`config.mk`:
```
export PLATFORM = sky130hd
export DESIGN_NAME = lru_lookup_cache
export DESIGN_NICKNAME = d
export VERILOG_FILES = /design/src/hw/rtl/llc_pkg.sv /design/src/hw/rtl/llc_ram.sv /design/src/hw/rtl/llc_queue.sv /design/src/hw/rtl/llc_front.sv /design/src/hw/rtl/llc_back.sv /design/src/hw/rtl/lru_lookup_cache.sv
export SDC_FILE = /design/constraint.sdc
export NUM_CORES = 2
export LEC_CHECK = 0
export ABC_AREA = 1
export BUFFER_PORTS_ARGS = -buffer_cell sky130_fd_sc_hd__clkbuf_2
export CORE_MARGIN = 2
export CORE_UTILIZATION = 35
export DETAILED_ROUTE_END_ITERATION = 16
export PLACE_DENSITY = 0.47
export SLEW_MARGIN = 20
export SYNTH_ARGS = -nofsm -noshare
export SYNTH_HDL_FRONTEND = slang
export SYNTH_HIERARCHICAL = 1
export SYNTH_SLANG_ARGS = --single-unit
```
`constraint.sdc`:
```
create_clock -name clk_i -period 25.9 [get_ports clk_i]
set_clock_uncertainty 0.2 [all_clocks]
set_input_delay 0 -clock clk_i [delete_from_list [all_inputs] [get_ports clk_i]]
set_output_delay 0 -clock clk_i [all_outputs]
set_load 0.01 [all_outputs]
```
`src/hw/rtl/llc_pkg.sv`:
```
// ----------------------------------------------------------------------------
// LRU lookup cache package
// Shared widths, reset values and the entry word layout of the cache.
// ----------------------------------------------------------------------------
package llc_pkg;

  localparam int unsigned CAP_W = 4;
  localparam int unsigned KEY_W = 32;
  localparam int unsigned VAL_W = 32;
  localparam int unsigned CNT_W = 32;

  localparam logic [CAP_W-1:0] CAP_RESET = 4'd4;

  // Depth of the request queue between front and back end
  localparam int unsigned QUEUE_DEPTH = 2;

  // One word of the entry RAM
  typedef struct packed {
    logic [KEY_W-1:0] key;
    logic             found;
    logic [VAL_W-1:0] value;
  } entry_t;

endpackage

```
`src/hw/rtl/llc_ram.sv`:
```
// ----------------------------------------------------------------------------
// LRU lookup cache RAM
// Generic one-write, one-read memory with registered read data.
// ----------------------------------------------------------------------------
module llc_ram #(
  parameter int unsigned WIDTH = 8,
  parameter int unsigned DEPTH = 8
) (
  input  logic                     clk_i,
  input  logic                     we_i,
  input  logic [$clog2(DEPTH)-1:0] waddr_i,
  input  logic [WIDTH-1:0]         wdata_i,
  input  logic                     re_i,
  input  logic [$clog2(DEPTH)-1:0] raddr_i,
  output logic [WIDTH-1:0]         rdata_o
);

  logic [WIDTH-1:0] mem_q [DEPTH];
  logic [WIDTH-1:0] rdata_q;

  always_ff @(posedge clk_i) begin
    if (we_i) begin
      mem_q[waddr_i] <= wdata_i;
    end
  end

  always_ff @(posedge clk_i) begin
    if (re_i) begin
      rdata_q <= mem_q[raddr_i];
    end
  end

  assign rdata_o = rdata_q;

endmodule

```
`src/hw/rtl/llc_queue.sv`:
```
// ----------------------------------------------------------------------------
// LRU lookup cache request queue
// Short FIFO that decouples classification from the entry RAM access.
// ----------------------------------------------------------------------------
module llc_queue
  import llc_pkg::*;
#(
  parameter type item_t = logic
) (
  input  logic  clk_i,
  input  logic  rst_ni,
  input  logic  push_i,
  input  item_t item_i,
  output logic  full_o,
  input  logic  pop_i,
  output item_t item_o,
  output logic  empty_o
);

  localparam int unsigned PW = (QUEUE_DEPTH > 1) ? $clog2(QUEUE_DEPTH) : 1;
  localparam int unsigned NW = $clog2(QUEUE_DEPTH + 1);

  item_t         slots_q [QUEUE_DEPTH];
  logic [PW-1:0] wptr_q, wptr_d;
  logic [PW-1:0] rptr_q, rptr_d;
  logic [NW-1:0] cnt_q, cnt_d;
  logic          do_push, do_pop;

  assign full_o  = (cnt_q == NW'(QUEUE_DEPTH));
  assign empty_o = (cnt_q == '0);
  assign item_o  = slots_q[rptr_q];
  assign do_push = push_i && !full_o;
  assign do_pop  = pop_i && !empty_o;

  always_comb begin
    wptr_d = wptr_q;
    rptr_d = rptr_q;
    cnt_d  = cnt_q;
    if (do_push) begin
      wptr_d = (wptr_q == PW'(QUEUE_DEPTH - 1)) ? '0 : wptr_q + PW'(1);
    end
    if (do_pop) begin
      rptr_d = (rptr_q == PW'(QUEUE_DEPTH - 1)) ? '0 : rptr_q + PW'(1);
    end
    if (do_push && !do_pop) begin
      cnt_d = cnt_q + NW'(1);
    end else if (do_pop && !do_push) begin
      cnt_d = cnt_q - NW'(1);
    end
  end

  always_ff @(posedge clk_i or negedge rst_ni) begin
    if (!rst_ni) begin
      wptr_q <= '0;
      rptr_q <= '0;
      cnt_q  <= '0;
    end else begin
      wptr_q <= wptr_d;
      rptr_q <= rptr_d;
      cnt_q  <= cnt_d;
    end
  end

  always_ff @(posedge clk_i) begin
    if (do_push) begin
      slots_q[wptr_q] <= item_i;
    end
  end

endmodule

```
`src/hw/rtl/llc_front.sv`:
```
// ----------------------------------------------------------------------------
// LRU lookup cache front end
// Key match, victim and free slot selection, recency and occupancy update.
// ----------------------------------------------------------------------------
module llc_front
  import llc_pkg::*;
#(
  parameter int unsigned MAX_ENTRIES = 8,
  parameter type         req_t       = logic
) (
  input  logic             clk_i,
  input  logic             rst_ni,
  input  logic             cfg_we_i,
  input  logic [CAP_W-1:0] cfg_cap_i,
  input  logic             accept_i,
  input  logic [KEY_W-1:0] key_i,
  input  logic [VAL_W-1:0] fill_value_i,
  input  logic             fill_found_i,
  output req_t             req_o
);

  localparam int unsigned SW = $clog2(MAX_ENTRIES);
  localparam int unsigned OW = $clog2(MAX_ENTRIES + 1);
  localparam int unsigned EW = (OW > CAP_W) ? OW : CAP_W;

  logic [KEY_W-1:0]       key_q [MAX_ENTRIES];
  logic [SW-1:0]          rank_q [MAX_ENTRIES];
  logic [MAX_ENTRIES-1:0] valid_q;
  logic [OW-1:0]          occ_q;
  logic [CAP_W-1:0]       cap_q;

  logic [MAX_ENTRIES-1:0] match, victim, inv, free_oh;
  logic [SW-1:0]          match_idx, victim_idx, free_idx, match_rank, last_rank, slot;
  logic [OW-1:0]          occ_m1;
  logic [EW-1:0]          cap_ext, max_ext, eff_cap;
  logic                   hit, occ_full, evict;

  always_comb begin
    match      = '0;
    victim     = '0;
    match_idx  = '0;
    victim_idx = '0;
    free_idx   = '0;
    match_rank = '0;
    occ_m1     = occ_q - OW'(1);
    // the least recent valid entry holds rank occupancy-1
    last_rank  = occ_m1[SW-1:0];
    inv        = ~valid_q;
    free_oh    = inv & (~inv + MAX_ENTRIES'(1));
    for (int i = 0; i < MAX_ENTRIES; i++) begin
      match[i]  = valid_q[i] && (key_q[i] == key_i);
      victim[i] = valid_q[i] && (rank_q[i] == last_rank);
    end
    for (int i = 0; i < MAX_ENTRIES; i++) begin
      if (match[i]) begin
        match_idx  = match_idx | SW'(i);
        match_rank = match_rank | rank_q[i];
      end
      if (victim[i]) begin
        victim_idx = victim_idx | SW'(i);
      end
      if (free_oh[i]) begin
        free_idx = free_idx | SW'(i);
      end
    end
    hit     = |match;
    cap_ext = EW'(cap_q);
    max_ext = EW'(MAX_ENTRIES);
    if (cap_q == '0) begin
      eff_cap = EW'(1);
    end else if (cap_ext > max_ext) begin
      eff_cap = max_ext;
    end else begin
      eff_cap = cap_ext;
    end
    occ_full = (EW'(occ_q) >= eff_cap);
    evict    = !hit && occ_full;
    priority if (hit) begin
      slot = match_idx;
    end else if (evict) begin
      slot = victim_idx;
    end else begin
      slot = free_idx;
    end
    req_o.hit        = hit;
    req_o.evict      = evict;
    req_o.slot       = slot;
    req_o.key        = key_i;
    req_o.fill_value = fill_value_i;
    req_o.fill_found = fill_found_i;
  end

  always_ff @(posedge clk_i or negedge rst_ni) begin
    if (!rst_ni) begin
      valid_q <= '0;
      occ_q   <= '0;
      cap_q   <= CAP_RESET;
      for (int i = 0; i < MAX_ENTRIES; i++) begin
        rank_q[i] <= '0;
      end
    end else begin
      if (cfg_we_i) begin
        cap_q <= cfg_cap_i;
      end
      if (accept_i) begin
        for (int i = 0; i < MAX_ENTRIES; i++) begin
          if (hit) begin
            // promote the hit entry, age the ones that were more recent
            if (match[i]) begin
              rank_q[i] <= '0;
            end else if (valid_q[i] && (rank_q[i] < match_rank)) begin
              rank_q[i] <= rank_q[i] + SW'(1);
            end
          end else if (SW'(i) == slot) begin
            valid_q[i] <= 1'b1;
            rank_q[i]  <= '0;
          end else if (valid_q[i]) begin
            rank_q[i] <= rank_q[i] + SW'(1);
          end
        end
        if (!hit && !evict) begin
          occ_q <= occ_q + OW'(1);
        end
      end
    end
  end

  always_ff @(posedge clk_i) begin
    if (accept_i && !hit) begin
      key_q[slot] <= key_i;
    end
  end

  a_unique_match: assert property (@(posedge clk_i) disable iff (!rst_ni)
    $onehot0(match))
    else $error("key matches more than one valid entry");

  a_occ_tracks_valid: assert property (@(posedge clk_i) disable iff (!rst_ni)
    occ_q == OW'($countones(valid_q)))
    else $error("occupancy differs from number of valid entries");

  a_single_victim: assert property (@(posedge clk_i) disable iff (!rst_ni)
    (accept_i && evict) |-> $onehot(victim))
    else $error("eviction without exactly one least recent entry");

endmodule

```
`src/hw/rtl/llc_back.sv`:
```
// ----------------------------------------------------------------------------
// LRU lookup cache back end
// Entry RAM access, fill write, result register and saturating counters.
// ----------------------------------------------------------------------------
module llc_back
  import llc_pkg::*;
#(
  parameter int unsigned MAX_ENTRIES = 8,
  parameter type         req_t       = logic
) (
  input  logic             clk_i,
  input  logic             rst_ni,
  input  logic             q_empty_i,
  input  req_t             q_item_i,
  output logic             q_pop_o,
  input  logic             pop_i,
  output logic             empty_o,
  output logic             hit_o,
  output logic [VAL_W-1:0] value_out_o,
  output logic             found_out_o,
  output logic             evicted_o,
  output logic [KEY_W-1:0] evicted_key_o,
  output logic [CNT_W-1:0] hits_total_o,
  output logic [CNT_W-1:0] misses_total_o,
  output logic [CNT_W-1:0] evictions_total_o
);

  localparam logic ST_IDLE = 1'b0;
  localparam logic ST_READ = 1'b1;

  logic             state_q, state_d;
  req_t             work_q;
  logic             out_valid_q, out_valid_d;
  logic             hit_q, found_q, evicted_q;
  logic [VAL_W-1:0] value_q;
  logic [KEY_W-1:0] evkey_q;
  logic [CNT_W-1:0] hits_q, misses_q, evicts_q;

  logic             start, finish;
  logic [$bits(entry_t)-1:0] ram_rdata;
  entry_t           rd, wr;
  logic             res_found;
  logic [VAL_W-1:0] res_value;
  logic [KEY_W-1:0] res_evkey;

  // start only when the result register is free by the time the read returns
  assign start   = (state_q == ST_IDLE) && !q_empty_i && (!out_valid_q || pop_i);
  assign finish  = (state_q == ST_READ);
  assign q_pop_o = start;
  assign rd      = entry_t'(ram_rdata);

  always_comb begin
    wr.key   = work_q.key;
    wr.found = work_q.fill_found;
    wr.value = work_q.fill_value;
  end

  llc_ram #(
    .WIDTH ($bits(entry_t)),
    .DEPTH (MAX_ENTRIES)
  ) u_ram (
    .clk_i   (clk_i),
    .we_i    (finish && !work_q.hit),
    .waddr_i (work_q.slot),
    .wdata_i (wr),
    .re_i    (start),
    .raddr_i (q_item_i.slot),
    .rdata_o (ram_rdata)
  );

  always_comb begin
    if (work_q.hit) begin
      res_found = rd.found;
      res_value = rd.found ? rd.value : '0;
      res_evkey = '0;
    end else begin
      res_found = work_q.fill_found;
      res_value = work_q.fill_found ? work_q.fill_value : '0;
      res_evkey = work_q.evict ? rd.key : '0;
    end
  end

  always_comb begin
    unique case (state_q)
      ST_IDLE: state_d = start ? ST_READ : ST_IDLE;
      ST_READ: state_d = ST_IDLE;
      default: state_d = ST_IDLE;
    endcase
  end

  always_comb begin
    out_valid_d = out_valid_q;
    if (finish) begin
      out_valid_d = 1'b1;
    end else if (pop_i) begin
      out_valid_d = 1'b0;
    end
  end

  always_ff @(posedge clk_i or negedge rst_ni) begin
    if (!rst_ni) begin
      state_q     <= ST_IDLE;
      out_valid_q <= 1'b0;
      hits_q      <= '0;
      misses_q    <= '0;
      evicts_q    <= '0;
    end else begin
      state_q     <= state_d;
      out_valid_q <= out_valid_d;
      if (finish) begin
        if (work_q.hit) begin
          hits_q <= (&hits_q) ? hits_q : hits_q + CNT_W'(1);
        end else begin
          misses_q <= (&misses_q) ? misses_q : misses_q + CNT_W'(1);
        end
        if (!work_q.hit && work_q.evict) begin
          evicts_q <= (&evicts_q) ? evicts_q : evicts_q + CNT_W'(1);
        end
      end
    end
  end

  always_ff @(posedge clk_i) begin
    if (start) begin
      work_q <= q_item_i;
    end
    if (finish) begin
      hit_q     <= work_q.hit;
      found_q   <= res_found;
      value_q   <= res_value;
      evicted_q <= !work_q.hit && work_q.evict;
      evkey_q   <= res_evkey;
    end
  end

  // counters only move on finish, so they match the held result
  assign empty_o           = !out_valid_q;
  assign hit_o             = hit_q;
  assign value_out_o       = value_q;
  assign found_out_o       = found_q;
  assign evicted_o         = evicted_q;
  assign evicted_key_o     = evkey_q;
  assign hits_total_o      = hits_q;
  assign misses_total_o    = misses_q;
  assign evictions_total_o = evicts_q;

  a_read_into_free_slot: assert property (@(posedge clk_i) disable iff (!rst_ni)
    (state_q == ST_READ) |-> !out_valid_q)
    else $error("result register busy when read data returns");

  a_result_from_read: assert property (@(posedge clk_i) disable iff (!rst_ni)
    $rose(out_valid_q) |-> ($past(state_q) == ST_READ))
    else $error("result appeared without a finished RAM access");

endmodule

```
`src/hw/rtl/lru_lookup_cache.sv`:
```
// ----------------------------------------------------------------------------
// LRU lookup cache
// Fully associative memo cache with least-recently-used replacement.
// ----------------------------------------------------------------------------
// Each request carries a key plus the answer the backing store would give
// for it. A key already cached returns the stored value and found flag and
// becomes most recent; an unknown key stores the fill answer as most recent,
// first evicting the least recent entry (and reporting its key) once
// occupancy has reached the capacity register (zero reads as one, values
// above MAX_ENTRIES read as MAX_ENTRIES; lowering it never flushes). Value
// out is zero whenever the found flag is zero. Hit, miss and eviction totals
// saturate at all ones and are reported as they stand after the request.
// Push a request while full is low; pop a result while empty is low. The
// front end classifies one request per clock while full is low, against
// key, valid and recency registers, and queues it; the back end handles
// one request at a time on the entry RAM (registered read, then fill write
// on a miss). A result passes the queue, the RAM read and the result
// register before empty goes low. Capacity is written through the cfg
// channel, which is always ready; write it only while the cache is idle.
// Entry storage comes up unwritten and needs no clearing pass.
// ----------------------------------------------------------------------------
module lru_lookup_cache
  import llc_pkg::*;
#(
  parameter int unsigned MAX_ENTRIES = 8
) (
  input  logic                    clk_i,
  input  logic                    rst_ni,
  input  logic                    cfg_valid_i,
  output logic                    cfg_ready_o,
  input  logic [CAP_W-1:0]        cfg_data_i,
  input  logic                    push,
  output logic                    full,
  input  logic signed [KEY_W-1:0] key_i,
  input  logic [VAL_W-1:0]        fill_value_i,
  input  logic                    fill_found_i,
  input  logic                    pop,
  output logic                    empty,
  output logic                    hit_o,
  output logic [VAL_W-1:0]        value_out_o,
  output logic                    found_out_o,
  output logic                    evicted_o,
  output logic signed [KEY_W-1:0] evicted_key_o,
  output logic [CNT_W-1:0]        hits_total_o,
  output logic [CNT_W-1:0]        misses_total_o,
  output logic [CNT_W-1:0]        evictions_total_o
);

  localparam int unsigned SW = $clog2(MAX_ENTRIES);

  // Classified request handed from front to back end
  typedef struct packed {
    logic             hit;
    logic             evict;
    logic [SW-1:0]    slot;
    logic [KEY_W-1:0] key;
    logic [VAL_W-1:0] fill_value;
    logic             fill_found;
  } req_t;

  req_t             front_req, queue_head;
  logic             accept;
  logic             q_empty, q_pop;
  logic [KEY_W-1:0] evkey;

  // capacity writes are always taken and registered in the front end
  assign cfg_ready_o = 1'b1;
  assign accept      = push && !full;

  llc_front #(
    .MAX_ENTRIES (MAX_ENTRIES),
    .req_t       (req_t)
  ) u_front (
    .clk_i        (clk_i),
    .rst_ni       (rst_ni),
    .cfg_we_i     (cfg_valid_i),
    .cfg_cap_i    (cfg_data_i),
    .accept_i     (accept),
    .key_i        ($unsigned(key_i)),
    .fill_value_i (fill_value_i),
    .fill_found_i (fill_found_i),
    .req_o        (front_req)
  );

  llc_queue #(
    .item_t (req_t)
  ) u_queue (
    .clk_i   (clk_i),
    .rst_ni  (rst_ni),
    .push_i  (accept),
    .item_i  (front_req),
    .full_o  (full),
    .pop_i   (q_pop),
    .item_o  (queue_head),
    .empty_o (q_empty)
  );

  llc_back #(
    .MAX_ENTRIES (MAX_ENTRIES),
    .req_t       (req_t)
  ) u_back (
    .clk_i             (clk_i),
    .rst_ni            (rst_ni),
    .q_empty_i         (q_empty),
    .q_item_i          (queue_head),
    .q_pop_o           (q_pop),
    .pop_i             (pop),
    .empty_o           (empty),
    .hit_o             (hit_o),
    .value_out_o       (value_out_o),
    .found_out_o       (found_out_o),
    .evicted_o         (evicted_o),
    .evicted_key_o     (evkey),
    .hits_total_o      (hits_total_o),
    .misses_total_o    (misses_total_o),
    .evictions_total_o (evictions_total_o)
  );

  assign evicted_key_o = $signed(evkey);

endmodule

```
==> results_dict.tcl <==
set metrics [dict create \
    outcome "finished, final reports clean" \
    synth_most_common_cell "nand2_1" \
    drc 0 \
    dr.pass1.iters 6 \
    wirelength_microns 176600 \
    final_cells 9034 \
    grt_max_degree 174 \
    fin_setup_tns_ns 0 \
    netlist_area_sq_mm 0.06038 \
    num_vias 42090 \
    slew_headroom 0.2392 \
    critical_path_buf_inv_count 7 \
    cp_common_cell "nor2_1" \
    cp_cell_sequence "dlygate4sd3_1 -> clkbuf_2 -> dlygate4sd3_1 -> buf_4 -> inv_2 -> nor2_1 -> nor2_1 -> nand2_1 -> nor2_1 -> nand2_1 -> nor2_1 -> nand3_2 -> nand2_2 -> nor2_4 -> nand2_2 -> clkinv_1 -> nand3_1 -> nand2_2 -> inv_2 -> nand3_2 -> nor2_4" \
    finalHoldViolCount 0 \
    synth_flop_cell "edfxtp_1" \
    finalSetupViolCount 0 \
    rows 152 \
    max_slew.worst_pin.slew_ns 1.141 \
    grt_usage 0.2012 \
    dr.first_iter.drc_count 3064 \
    die_area_sq_mm 0.1759 \
    worst-setup-path-type "input pin to register" \
    fmax_mhz 188.0 \
    clk_latency_ns 0.81 \
    post-route-util 0.4049 \
    clockBufferDepth 3 \
    peakVddDrop_uv 112.9 \
    gp_congestion 0.9462 \
    path_max_fanout 32 \
    clk_pin_slew_ns 0.06 \
    post_cts_buffers 0 \
    synth_top_area_frac 0.5560 \
    placed_cell_area_sq_mm 0.06320 \
    synth.yosys.seq_area_share 0.6149 \
    yosysWarnings 6 \
    cp-start-kind "input pin" \
    synth_top_cell_by_area "edfxtp_1" \
    fillers 16990 \
    hold_ws_ns 0.08296 \
    grt_remaining_overflow 0 \
    cellLeakagePower_nw 30.76 \
    nNetsFinal 6705 \
    rsz0062_at_grt "false" \
    antenna_found_initial 6 \
    die_w_microns 419.3 \
    syn-mean-instance-area_sq_um 9.579 \
    htree_levels 4 \
    cts_buffers 148 \
    ys_ff_latch 1260 \
    slew_viol_final 0 \
    worst_path_largest_cell_delay_ns 0.82 \
    synth_cells 6303 \
    drive_gt1_frac 0.1187 \
    die_height_microns 419.3 \
    grt_pass1_vias 41620 \
    core_sq_mm 0.1715 \
    root_buffer "clkbuf_16" \
    fin_area_sq_mm 0.06945 \
    async_flop_share 0.1127 \
    cpMaxStageDelayCell "nor2_4" \
    pin_count 240 \
    antenna_left 0 \
    area_growth_pct 15.03 \
    post-place-cells 8633 \
    crit_family "simple AND/OR/NAND/NOR gates" \
    cts_tree "done" \
    vias_per_cell 4.659 \
    synth_edf_count 1118 \
    fin_crit_sh 0.2054 \
    synth_fp_nets 6411 \
    cts_sinks 1260 \
    dp_hpwl_microns 112200 \
    drv_cap 0 \
    synth_commonest_cells "2220 x nand2_1, 1118 x edfxtp_1, 948 x inv_1, 429 x nand3_1, 427 x nor2_1" \
    cp.arrival_ns 5.52 \
    critPathCaptureType "register" \
    netlist_top_cells_area "edfxtp_1 56%, nand2_1 14%, inv_1 5.9%" \
    hp-class "input pin to register" \
    grt_pass1_wl_microns 264700 \
    synth_cell_types 58 \
    avgRoutedWirePerCell_microns 19.55 \
    cp_data_required_time_ns 26.10 \
    finalCriticalPeriod_ns 5.320 \
    powerDensity_mw_per_mm2 114.6 \
    start_util 0.3520 \
    portBuffers 238 \
]
==> per-stage QoR <==
step	setup slack, ns	power [mW]
2_1_floorplan	16.49	5.019
5_1_grt	20.25	8.478
3_5_place_dp	20.38	5.893
3_3_place_gp	20.54	5.880
6_report	20.58	7.961
4_1_cts	20.57	8.073
==> logic make-up after synthesis <==
family	synth area share
and+or+nand+nor	0.2563
DFF	0.6149
buffers and inverters	0.09093
xor gates and xnor gates	0.01985
AOI/OAI and AO/OA	0.01096
adders and majority gates	0.007046
other	0.00006211
==> where the power goes <==
part / leakage, nW / total (mW) / internal [mW] / switching [mW]
Sequential: 12.1 / 3.33 / 2.98 / 0.341
Combinational: 16.2 / 2.50 / 0.679 / 1.82
Clock: 2.41 / 2.13 / 1.26 / 0.876
Total: 30.8 / 7.96 / 4.92 / 3.04
==> placed cells by master, fill, tap and decap left out, types with 17 or more instances in the layout <==
cell           instances
a21oi_1               28
buf_4                 42
bufinv_16             17
clkbuf_1              26
clkbuf_16            151
clkbuf_2             237
clkinv_1              37
clkinv_2              26
dfrtp_1              139
dlygate4sd3_1        121
edfxtp_1            1118
ha_1                  34
inv_1                946
inv_2                 24
nand2_1             2219
nand2_2              104
nand2_4               77
nand3_1              429
nand3_2               18
nand3b_1              34
nand4_1              126
nor2_1               409
nor2_2                18
nor2_4                27
o21ai_0               56
xnor2_1               95
xor2_1                40
==> per-layer routing <==
metal / share of wire / track usage
met4: 0.034 / 0.07121
met3: 0.041 / 0.02908
met2: 0.49 / 0.3440
met1: 0.44 / 0.2595
met5: 0 / 0
==> what timing repair did <==
action                    4_1_cts  5_1_grt
hold endpoints to repair      584        0
hold buffers                  122        0
resized for setup               0        0
==> sequential cells by signal, summed over array words and instances, names as in the netlist, 65 cells and up <==
register and count:
u_front/key_q 256, u_back/u_ram/rdata_o 65, u_queue/slots_q 140, u_back/u_ram/mem_q 520
u_back/work_q 70
==> path summary, 6_finish.rpt <==
| kind | startpoint | cells after the start | end | slack (ns) |
|---|---|---|---|---|
| setup / recovery | key_i[25] | 21 | u_front/key_q[0][22] | 20.58 |
| hold / removal | key_i[14] | 3 | u_front/key_q[4][14] | 0.08 |
| setup reg to reg | u_front/key_q[6][14] | 15 | u_front/key_q[0][22] | 20.79 |
| hold reg to reg | u_front/occ_q[3] | 1 | u_front/occ_q[3] | 0.28 |
| max in group asynchronous | rst_ni | 4 | u_queue/rptr_q | 24.53 |
| min in group asynchronous | rst_ni | 4 | u_back/evictions_total_o[31] | 0.12 |
==> layout make-up <==
type,instances,area (sq um),area share
diodes,1,2.502,0.00003603
clock buffers,180,3918,0.05641
clock inverters,96,1049,0.01510
inverters,980,3717,0.05352
multi-input cells,3802,17920,0.2581
flip-flops and latches,1260,37130,0.5347
well taps,2310,2890,0.04162
repair buffers,405,2819,0.04059
==> worst min-delay path: stages <==
cell and delay (ns):
dlygate4sd3_1 0.53, clkbuf_2 0.10, buf_4 0.23
Power figures use the tool's default switching activity.
